==> src/hw/rtl/assert_macros.svh <==
`ifndef ASSERT_MACROS_SVH
`define ASSERT_MACROS_SVH

// Invariant that holds at every clock edge outside reset.
`define ASSERT_ALWAYS(label, prop, msg) \
   label: assert property (@(posedge clock) disable iff (reset) (prop)) else $error(msg);

// Condition in one cycle implies a consequence in the next.
`define ASSERT_NEXT(label, cond, cons, msg) \
   label: assert property (@(posedge clock) disable iff (reset) (cond) |=> (cons)) \
      else $error(msg);

`endif

==> src/hw/rtl/mhrv_pkg.sv <==
package mhrv_pkg;

   localparam int MHRV_WORD_W = 32;
   localparam int MHRV_DEPTH  = 64;

   localparam int MHRV_POS_W   = 6;
   localparam int MHRV_COUNT_W = 7;

   localparam logic [1:0] REQ_CLEAR   = 2'd0;
   localparam logic [1:0] REQ_APPEND  = 2'd1;
   localparam logic [1:0] REQ_REPLACE = 2'd2;

   localparam logic [1:0] ST_OK        = 2'd0;
   localparam logic [1:0] ST_NOT_FOUND = 2'd1;
   localparam logic [1:0] ST_FULL      = 2'd2;

endpackage

==> src/hw/rtl/mhrv_ram.sv <==
module mhrv_ram
   import mhrv_pkg::*;
#(
   parameter int WIDTH = MHRV_WORD_W,
   parameter int DEPTH = MHRV_DEPTH,
   localparam int AW = (DEPTH > 1) ? $clog2(DEPTH) : 1
) (
   input  logic             clock,
   input  logic             wr_en,
   input  logic [AW-1:0]    wr_addr,
   input  logic [WIDTH-1:0] wr_data,
   input  logic             rd_en,
   input  logic [AW-1:0]    rd_addr,
   output logic [WIDTH-1:0] rd_data
);

   logic [WIDTH-1:0] mem [DEPTH];
   logic [WIDTH-1:0] rd_data_ff;

   always_ff @(posedge clock) begin
      if (wr_en) begin
         mem[wr_addr] <= wr_data;
      end
      if (rd_en) begin
         rd_data_ff <= mem[rd_addr];
      end
   end

   assign rd_data = rd_data_ff;

endmodule

==> src/hw/rtl/min_heap_replace_value.sv <==
// Binary min-heap of signed 32-bit values held in one single-port-read,
// single-port-write RAM with a registered read. Each request (clear,
// append, replace, or the unused type, which changes nothing) answers with
// one response transaction. Clear and append pass from acceptance through
// the emit state to the response register. A replace scans slots in order,
// one RAM read a cycle, then sifts: a level moved up reads the parent and
// compares; a level moved down reads the left child, then any right child;
// once a compare stops the sift, the value is written once in its final
// slot and the response is posted. The single RAM read port sets this pace.
// One request is in flight at a time; a new request is taken while the
// previous response still waits on rsp_tready.
// The RAM needs no clearing after reset: only slots below the count are used.
module min_heap_replace_value
   import mhrv_pkg::*;
#(
   parameter int HEAP_DEPTH = MHRV_DEPTH
) (
   input  logic        clock,
   input  logic        reset,
   input  logic        req_tvalid,
   output logic        req_tready,
   input  logic [63:0] req_tdata,   // [31:0] old_value, [63:32] new_value
   input  logic [1:0]  req_tuser,   // [1:0] req_type
   output logic        rsp_tvalid,
   input  logic        rsp_tready,
   output logic [47:0] rsp_tdata,   // [5:0] final_position, [12:6] entry_count,
                                    // [44:13] root_value, [47:45] zero
   output logic [1:0]  rsp_tuser    // [1:0] status
);

   `include "assert_macros.svh"

   localparam int AW = (HEAP_DEPTH > 1) ? $clog2(HEAP_DEPTH) : 1;
   localparam int CW = $clog2(HEAP_DEPTH + 1);
   localparam int LW = AW + 2;

   typedef enum logic [8:0] {
      S_IDLE   = 9'b000000001,
      S_SEARCH = 9'b000000010,
      S_UP     = 9'b000000100,
      S_UPCMP  = 9'b000001000,
      S_DOWN   = 9'b000010000,
      S_LEFT   = 9'b000100000,
      S_RIGHT  = 9'b001000000,
      S_PLACE  = 9'b010000000,
      S_EMIT   = 9'b100000000
   } state_type;

   state_type state_ff, state_in;

   logic [AW-1:0]        pos_ff, pos_in;
   logic [CW-1:0]        count_ff, count_in;
   logic signed [31:0]   val_ff, val_in;
   logic signed [31:0]   old_ff, old_in;
   logic signed [31:0]   lval_ff, lval_in;
   logic signed [31:0]   root_ff;
   logic [1:0]           res_status_ff, res_status_in;
   logic [AW-1:0]        res_pos_ff, res_pos_in;

   logic                 rsp_valid_ff, rsp_valid_in;
   logic [1:0]           rsp_status_ff;
   logic [MHRV_POS_W-1:0]   rsp_pos_ff;
   logic [MHRV_COUNT_W-1:0] rsp_count_ff;
   logic signed [31:0]   rsp_root_ff;
   logic                 rsp_load;

   logic                 wr_en;
   logic [AW-1:0]        wr_addr;
   logic [31:0]          wr_data;
   logic                 rd_en;
   logic [AW-1:0]        rd_addr;
   logic [31:0]          rd_data;
   logic signed [31:0]   rd_val;

   logic [AW-1:0]        parent;
   logic [LW-1:0]        left_w;
   logic [LW-1:0]        right_w;
   logic [LW-1:0]        count_w;
   logic [CW-1:0]        next_idx;
   logic                 right_pick;
   logic [AW-1:0]        child;
   logic signed [31:0]   cval;

   logic [AW+MHRV_POS_W-1:0]   pos_wide;
   logic [CW+MHRV_COUNT_W-1:0] count_wide;

   logic                 clear_acc;
   logic                 sift_busy;

   mhrv_ram #(
      .WIDTH (MHRV_WORD_W),
      .DEPTH (HEAP_DEPTH)
   ) u_heap_ram (
      .clock   (clock),
      .wr_en   (wr_en),
      .wr_addr (wr_addr),
      .wr_data (wr_data),
      .rd_en   (rd_en),
      .rd_addr (rd_addr),
      .rd_data (rd_data)
   );

   assign rd_val   = $signed(rd_data);
   assign parent   = (pos_ff - AW'(1)) >> 1;
   assign left_w   = LW'({pos_ff, 1'b1});
   assign right_w  = left_w + LW'(1);
   assign count_w  = LW'(count_ff);
   assign next_idx = CW'(pos_ff) + CW'(1);
   // equal children: the right one counts as the smaller
   assign right_pick = !(lval_ff < rd_val);
   assign child      = right_pick ? right_w[AW-1:0] : left_w[AW-1:0];
   assign cval       = right_pick ? rd_val : lval_ff;

   assign req_tready = (state_ff == S_IDLE);
   assign rsp_load   = (state_ff == S_EMIT) && (!rsp_valid_ff || rsp_tready);

   always_comb begin
      state_in      = state_ff;
      pos_in        = pos_ff;
      count_in      = count_ff;
      val_in        = val_ff;
      old_in        = old_ff;
      lval_in       = lval_ff;
      res_status_in = res_status_ff;
      res_pos_in    = res_pos_ff;
      wr_en         = 1'b0;
      wr_addr       = pos_ff;
      wr_data       = val_ff;
      rd_en         = 1'b0;
      rd_addr       = pos_ff;

      case (state_ff)
         S_IDLE: begin
            if (req_tvalid) begin
               old_in        = $signed(req_tdata[31:0]);
               val_in        = $signed(req_tdata[63:32]);
               res_status_in = ST_OK;
               res_pos_in    = '0;
               state_in      = S_EMIT;
               case (req_tuser)
                  REQ_CLEAR: begin
                     count_in = '0;
                  end
                  REQ_APPEND: begin
                     if (count_ff == CW'(HEAP_DEPTH)) begin
                        res_status_in = ST_FULL;
                     end else begin
                        wr_en      = 1'b1;
                        wr_addr    = count_ff[AW-1:0];
                        wr_data    = req_tdata[63:32];
                        res_pos_in = count_ff[AW-1:0];
                        count_in   = count_ff + CW'(1);
                     end
                  end
                  REQ_REPLACE: begin
                     if (count_ff == '0) begin
                        res_status_in = ST_NOT_FOUND;
                     end else begin
                        rd_en    = 1'b1;
                        rd_addr  = '0;
                        pos_in   = '0;
                        state_in = S_SEARCH;
                     end
                  end
                  default: begin
                  end
               endcase
            end
         end
         S_SEARCH: begin
            // read of the next slot overlaps the compare of this one
            rd_en   = 1'b1;
            rd_addr = pos_ff + AW'(1);
            if (rd_val == old_ff) begin
               state_in = S_UP;
            end else if (next_idx == count_ff) begin
               res_status_in = ST_NOT_FOUND;
               state_in      = S_EMIT;
            end else begin
               pos_in = pos_ff + AW'(1);
            end
         end
         S_UP: begin
            if (pos_ff != '0) begin
               rd_en    = 1'b1;
               rd_addr  = parent;
               state_in = S_UPCMP;
            end else begin
               state_in = S_DOWN;
            end
         end
         S_UPCMP: begin
            if (val_ff < rd_val) begin
               wr_en    = 1'b1;
               wr_data  = rd_data;
               pos_in   = parent;
               state_in = S_UP;
            end else begin
               state_in = S_DOWN;
            end
         end
         S_DOWN: begin
            if (left_w >= count_w) begin
               state_in = S_PLACE;
            end else begin
               rd_en    = 1'b1;
               rd_addr  = left_w[AW-1:0];
               state_in = S_LEFT;
            end
         end
         S_LEFT: begin
            lval_in = rd_val;
            if (right_w < count_w) begin
               rd_en    = 1'b1;
               rd_addr  = right_w[AW-1:0];
               state_in = S_RIGHT;
            end else if (rd_val < val_ff) begin
               wr_en    = 1'b1;
               wr_data  = rd_data;
               pos_in   = left_w[AW-1:0];
               // the parent now holds a smaller value, skip its check
               state_in = S_DOWN;
            end else begin
               state_in = S_PLACE;
            end
         end
         S_RIGHT: begin
            if (cval < val_ff) begin
               wr_en    = 1'b1;
               wr_data  = cval;
               pos_in   = child;
               state_in = S_DOWN;
            end else begin
               state_in = S_PLACE;
            end
         end
         S_PLACE: begin
            // the moving value is written once, at the slot where it stops
            wr_en      = 1'b1;
            res_pos_in = pos_ff;
            state_in   = S_EMIT;
         end
         S_EMIT: begin
            if (rsp_load) begin
               state_in = S_IDLE;
            end
         end
         default: begin
            state_in = S_IDLE;
         end
      endcase
   end

   assign pos_wide   = {{MHRV_POS_W{1'b0}}, res_pos_ff};
   assign count_wide = {{MHRV_COUNT_W{1'b0}}, count_ff};

   always_comb begin
      rsp_valid_in = rsp_valid_ff;
      if (rsp_load) begin
         rsp_valid_in = 1'b1;
      end else if (rsp_tready) begin
         rsp_valid_in = 1'b0;
      end
   end

   always_ff @(posedge clock) begin
      if (reset) begin
         state_ff     <= S_IDLE;
         count_ff     <= '0;
         rsp_valid_ff <= 1'b0;
      end else begin
         state_ff     <= state_in;
         count_ff     <= count_in;
         rsp_valid_ff <= rsp_valid_in;
      end
   end

   always_ff @(posedge clock) begin
      pos_ff        <= pos_in;
      val_ff        <= val_in;
      old_ff        <= old_in;
      lval_ff       <= lval_in;
      res_status_ff <= res_status_in;
      res_pos_ff    <= res_pos_in;
      // shadow copy of slot 0
      if (wr_en && (wr_addr == '0)) begin
         root_ff <= $signed(wr_data);
      end
      if (rsp_load) begin
         rsp_status_ff <= res_status_ff;
         rsp_pos_ff    <= pos_wide[MHRV_POS_W-1:0];
         rsp_count_ff  <= count_wide[MHRV_COUNT_W-1:0];
         rsp_root_ff   <= (count_ff != '0) ? root_ff : 32'sd0;
      end
   end

   assign rsp_tvalid = rsp_valid_ff;
   assign rsp_tdata  = {3'b000, rsp_root_ff, rsp_count_ff, rsp_pos_ff};
   assign rsp_tuser  = rsp_status_ff;

   assign clear_acc = req_tvalid && req_tready && (req_tuser == REQ_CLEAR);
   assign sift_busy = !((state_ff == S_IDLE) || (state_ff == S_EMIT));

   `ASSERT_ALWAYS(a_count_bound, count_ff <= CW'(HEAP_DEPTH), "heap count above depth")
   `ASSERT_ALWAYS(a_write_in_range, !wr_en || (CW'(wr_addr) <= count_ff), "write past heap end")
   `ASSERT_NEXT(a_clear_empties, clear_acc, count_ff == '0, "clear left entries")
   `ASSERT_ALWAYS(a_sift_has_entries, !sift_busy || (count_ff != '0), "sift on empty heap")

endmodule

==> config.mk <==
export PLATFORM = sky130hd
export DESIGN_NAME = min_heap_replace_value
export DESIGN_NICKNAME = d
export VERILOG_FILES = /design/src/hw/rtl/mhrv_pkg.sv /design/src/hw/rtl/mhrv_ram.sv /design/src/hw/rtl/min_heap_replace_value.sv
export VERILOG_INCLUDE_DIRS = /design/src /design/src/hw/rtl
export SDC_FILE = /design/constraint.sdc
export NUM_CORES = 2
export LEC_CHECK = 0
export BUFFER_PORTS_ARGS = -buffer_cell sky130_fd_sc_hd__buf_2
export CAP_MARGIN = 20
export CELL_PAD_IN_SITES_DETAIL_PLACEMENT = 0
export CELL_PAD_IN_SITES_GLOBAL_PLACEMENT = 1
export CORE_AREA = 4 4 410 412
export CTS_CLUSTER_SIZE = 16
export DETAILED_ROUTE_END_ITERATION = 10
export DIE_AREA = 0 0 414 416
export PLACE_DENSITY_LB_ADDON = 0.1
export SLEW_MARGIN = 20
export SYNTH_ARGS = -nofsm -noshare
export SYNTH_HDL_FRONTEND = slang
export SYNTH_SLANG_ARGS = --single-unit
==> constraint.sdc <==
create_clock -name clock -period 20.7 [get_ports clock]
set_input_delay 2.07 -clock clock [delete_from_list [all_inputs] [get_ports clock]]
set_output_delay 2.07 -clock clock [all_outputs]
set_load 0.02 [all_outputs]
==> flow_metrics.py <==
metrics = {
    "global_route": {
        "gr-total-overflow": 0,
        "antenna_found_initial": 26,
        "grt_util_all_layers_pct": 32.4,
        "grt_pass1_vias": 54900,
        "grt_max_degree": 150,
        "grt_pass1_wl_um": 404000,
    },
    "yosys": {
        "netlist_area_um2": 93200,
        "syn_avg_cell_area_um2": 14.1,
        "ys_types": 95,
        "synth-edff-count": 2269,
        "ys_seq_elements": 2286,
        "synthArstFlopShare_pct": 0,
        "syn_inst": 6594,
        "synth_warnings": 0,
        "ys_seq_area_share_pct": 73.5,
        "synth-main-ff-cell": "edfxtp_1",
    },
    "final_layout": {
        "nNetsFinal": 6936,
        "mostFrequentLayoutCells": "2269 x edfxtp_1, 1362 x nand2_1, 598 x nand3_1",
        "design_area_um2": 104000,
        "stdcell_count": 9145,
        "area_growth_pct": 11.2,
        "final_layout_size_suffix_gt1_share_pct": 11.4,
        "final_common_cell": "edfxtp_1",
    },
    "timing": {
        "holdWs_ns": 0.418,
        "max_slew.worst_pin.slew_ns": 1.18,
        "setup_viol": 0,
        "final.min_clock_period_ns": 8.17,
        "slew_headroom_pct": 21.4,
        "drv_slew": 0,
        "timing.fmax_mhz": 122,
        "clock_skew_ns": 0.0359,
        "rsz0062_at_grt": "no",
        "final.period_utilization_pct": 39.5,
        "hold_viol": 0,
        "setup_tns_ns": 0,
    },
    "die": {
        "initial_core_util_pct": 56.7,
        "dieArea_um2": 172000,
        "pin_count": 122,
        "die_y_um": 416,
        "fp.dieW_um": 414,
        "fp-row-count": 149,
        "core_area_um2": 164000,
    },
    "drt": {
        "wire_per_inst_um": 31.2,
        "viasPerCell": 6.50,
        "wl_um": 285000,
        "dr.pass1.iters": 7,
        "first_iter_violations": 8649,
        "drc_errors": 0,
        "vias": 59400,
        "drtAntennaViolNets": 0,
    },
    "clock_tree": {
        "clkSinkCount": 2286,
        "numCtsBuffers": 225,
        "post_cts_resized": 0,
        "cts_root_buf": "clkbuf_16",
        "post_cts_buffers": 0,
        "ctsHtreeMaxLevel": 4,
        "hold_buffers": 0,
        "clockBufferDepth": 3,
        "clock_latency_ns": 0.86,
        "path_clk_slew_ns": 0.06,
        "cts_tree": "built",
    },
    "setup_path": {
        "cp_data_required_time_ns": 21.20,
        "cp_max_fo": 42,
        "end_kind": "flop",
        "path_class": "reg -> reg",
        "cp.arrival_ns": 8.67,
        "critPathLaunchType": "flop",
    },
    "power": {
        "p_leak_nw": 35.8,
        "power_density_nw_per_um2": 113,
        "ir_worst_vdd_mv": 0.0934,
    },
    "placed_design": {
        "place.gp.congestion": 0.919,
        "dpl.hpwl_um": 162000,
        "placed_area_um2": 96800,
        "placed_cells": 8713,
        "io_buffers": 118,
    },
    "hold_path": {
        "hold_path_class": "reg -> reg",
    },
    "outcome": {
        "status": "completed",
    },
    "flow_run": {
        "maxCapViolations": 0,
    },
}
==> report_power, final <==
group	internal [mW]	leakage [nW]	switching, mW
clock	2.09	3.29	1.70
sequential	5.27	20.6	0.0340
combinational	0.674	11.9	1.96
==> synthesized netlist by cell type, types with 10 or more instances <==
master        n  area [µm²]
edfxtp_1   2269       68100
nand2_1    1393        5230
nand3_1     599        3000
mux2i_1     327        3270
a21oi_1     289        1450
a22oi_1     202        1520
clkbuf_1    168         631
buf_2       136         681
nand4_1     119         744
ha_1        114        1430
nor3_1      112         561
inv_1        87         327
o21ai_0      70         350
a221o_1      60         601
nor2_1       54         203
buf_1        49         184
and2_1       41         257
xor2_1       38         333
a32oi_1      34         298
a222oi_1     33         330
or4_1        33         248
a32o_1       31         310
o2111ai_1    27         236
buf_4        24         180
a21o_1       18         135
buf_6        18         203
dfxtp_1      17         340
nor4_1       17         106
nand2b_1     15        93.8
xnor2_1      14         123
a31oi_1      10        62.6
and3_1       10        62.6
==> flip-flops by register name, summed over array words and instances (netlist names), 6 cells and up <==
register,flops
u_heap_ram.mem,2048
count_ff,7
rsp_count_ff,7
val_ff,32
rsp_root_ff,32
rsp_pos_ff,6
res_pos_ff,6
root_ff,32
old_ff,32
u_heap_ram.rd_data,32
lval_ff,32
state_ff,9
pos_ff,6
==> per-stage QoR <==
stage | worst slack (ns) | power, mW | utilization (%)
final | 12.53 | 11.7 | 63.0
after global routing | 12.16 | 12.1 | 63.0
after CTS | 12.78 | 11.7 | 63.0
after detailed placement | 12.82 | 7.98 | 58.9
after global placement | 12.62 | 7.95 | 58.9
after floorplan | 12.57 | 6.95 | -
==> layer usage <==
layer	routed length, µm	track usage, %
met1	115000	46.8
met2	128000	48.4
met3	30600	7.36
met4	12300	12.9
met5	46	0
==> critical path, cell delays in order, from the launching register on <==
cell	delay, ns
edfxtp_1	0.94
inv_1	0.14
ha_1	0.35
a21oi_1	0.17
o21ai_0	0.09
a41oi_1	0.31
o41ai_2	0.23
a211oi_4	0.78
buf_4	0.52
o21ai_0	0.22
ha_1	0.33
nand3_1	0.15
o41ai_1	0.46
a31oi_1	0.11
o21ai_0	0.13
o21ai_0	0.13
a311oi_1	0.36
nor3_2	0.09
buf_4	0.19
nor4_2	0.31
buf_4	0.58
buf_4	0.64
nor3_2	0.11
buf_4	0.37
==> kinds of logic (layout without fill, tap and decap cells) <==
logic type               Yosys count  count (layout)  share of synthesized area (%)
multiplexers                     339             339                           3.77
XOR/XNOR                          52              52                          0.489
flip-flops                      2286            2286                           73.5
adder cells (fa/ha/maj)          114             114                           1.53
buffers and inverters            486             820                           2.39
other                              1              29                        0.00402
AO/OA/AOI/OAI                    875             875                           6.63
AND/OR/NAND/NOR                 2441            2441                           11.7
==> final cells by class <==
| type | instances | area [µm²] |
|---|---|---|
| sequential | 2286 | 68500 |
| inverter | 90 | 339 |
| clock inverter | 122 | 798 |
| antenna | 26 | 65.1 |
| multi-input combinational | 3824 | 23100 |
| tap | 2189 | 2740 |
| fill | 12300 | 60800 |
| timing repair buffer | 325 | 2250 |
| clock buffer | 283 | 5920 |
==> final timing paths <==
check	from	to	slack, ns	cells after the start
setup reg to reg	u_heap_ram.rd_data[5]$_DFFE_PP_	u_heap_ram.mem[46][0]$_DFFE_PP_	12.53	23
setup / recovery	u_heap_ram.rd_data[5]$_DFFE_PP_	u_heap_ram.mem[46][0]$_DFFE_PP_	12.53	23
hold reg to reg	res_pos_ff[2]$_DFFE_PP_	rsp_pos_ff[2]$_DFFE_PP_	0.42	0
hold / removal	res_pos_ff[2]$_DFFE_PP_	rsp_pos_ff[2]$_DFFE_PP_	0.42	0
Note: power is estimated with default switching activity, not from simulation.
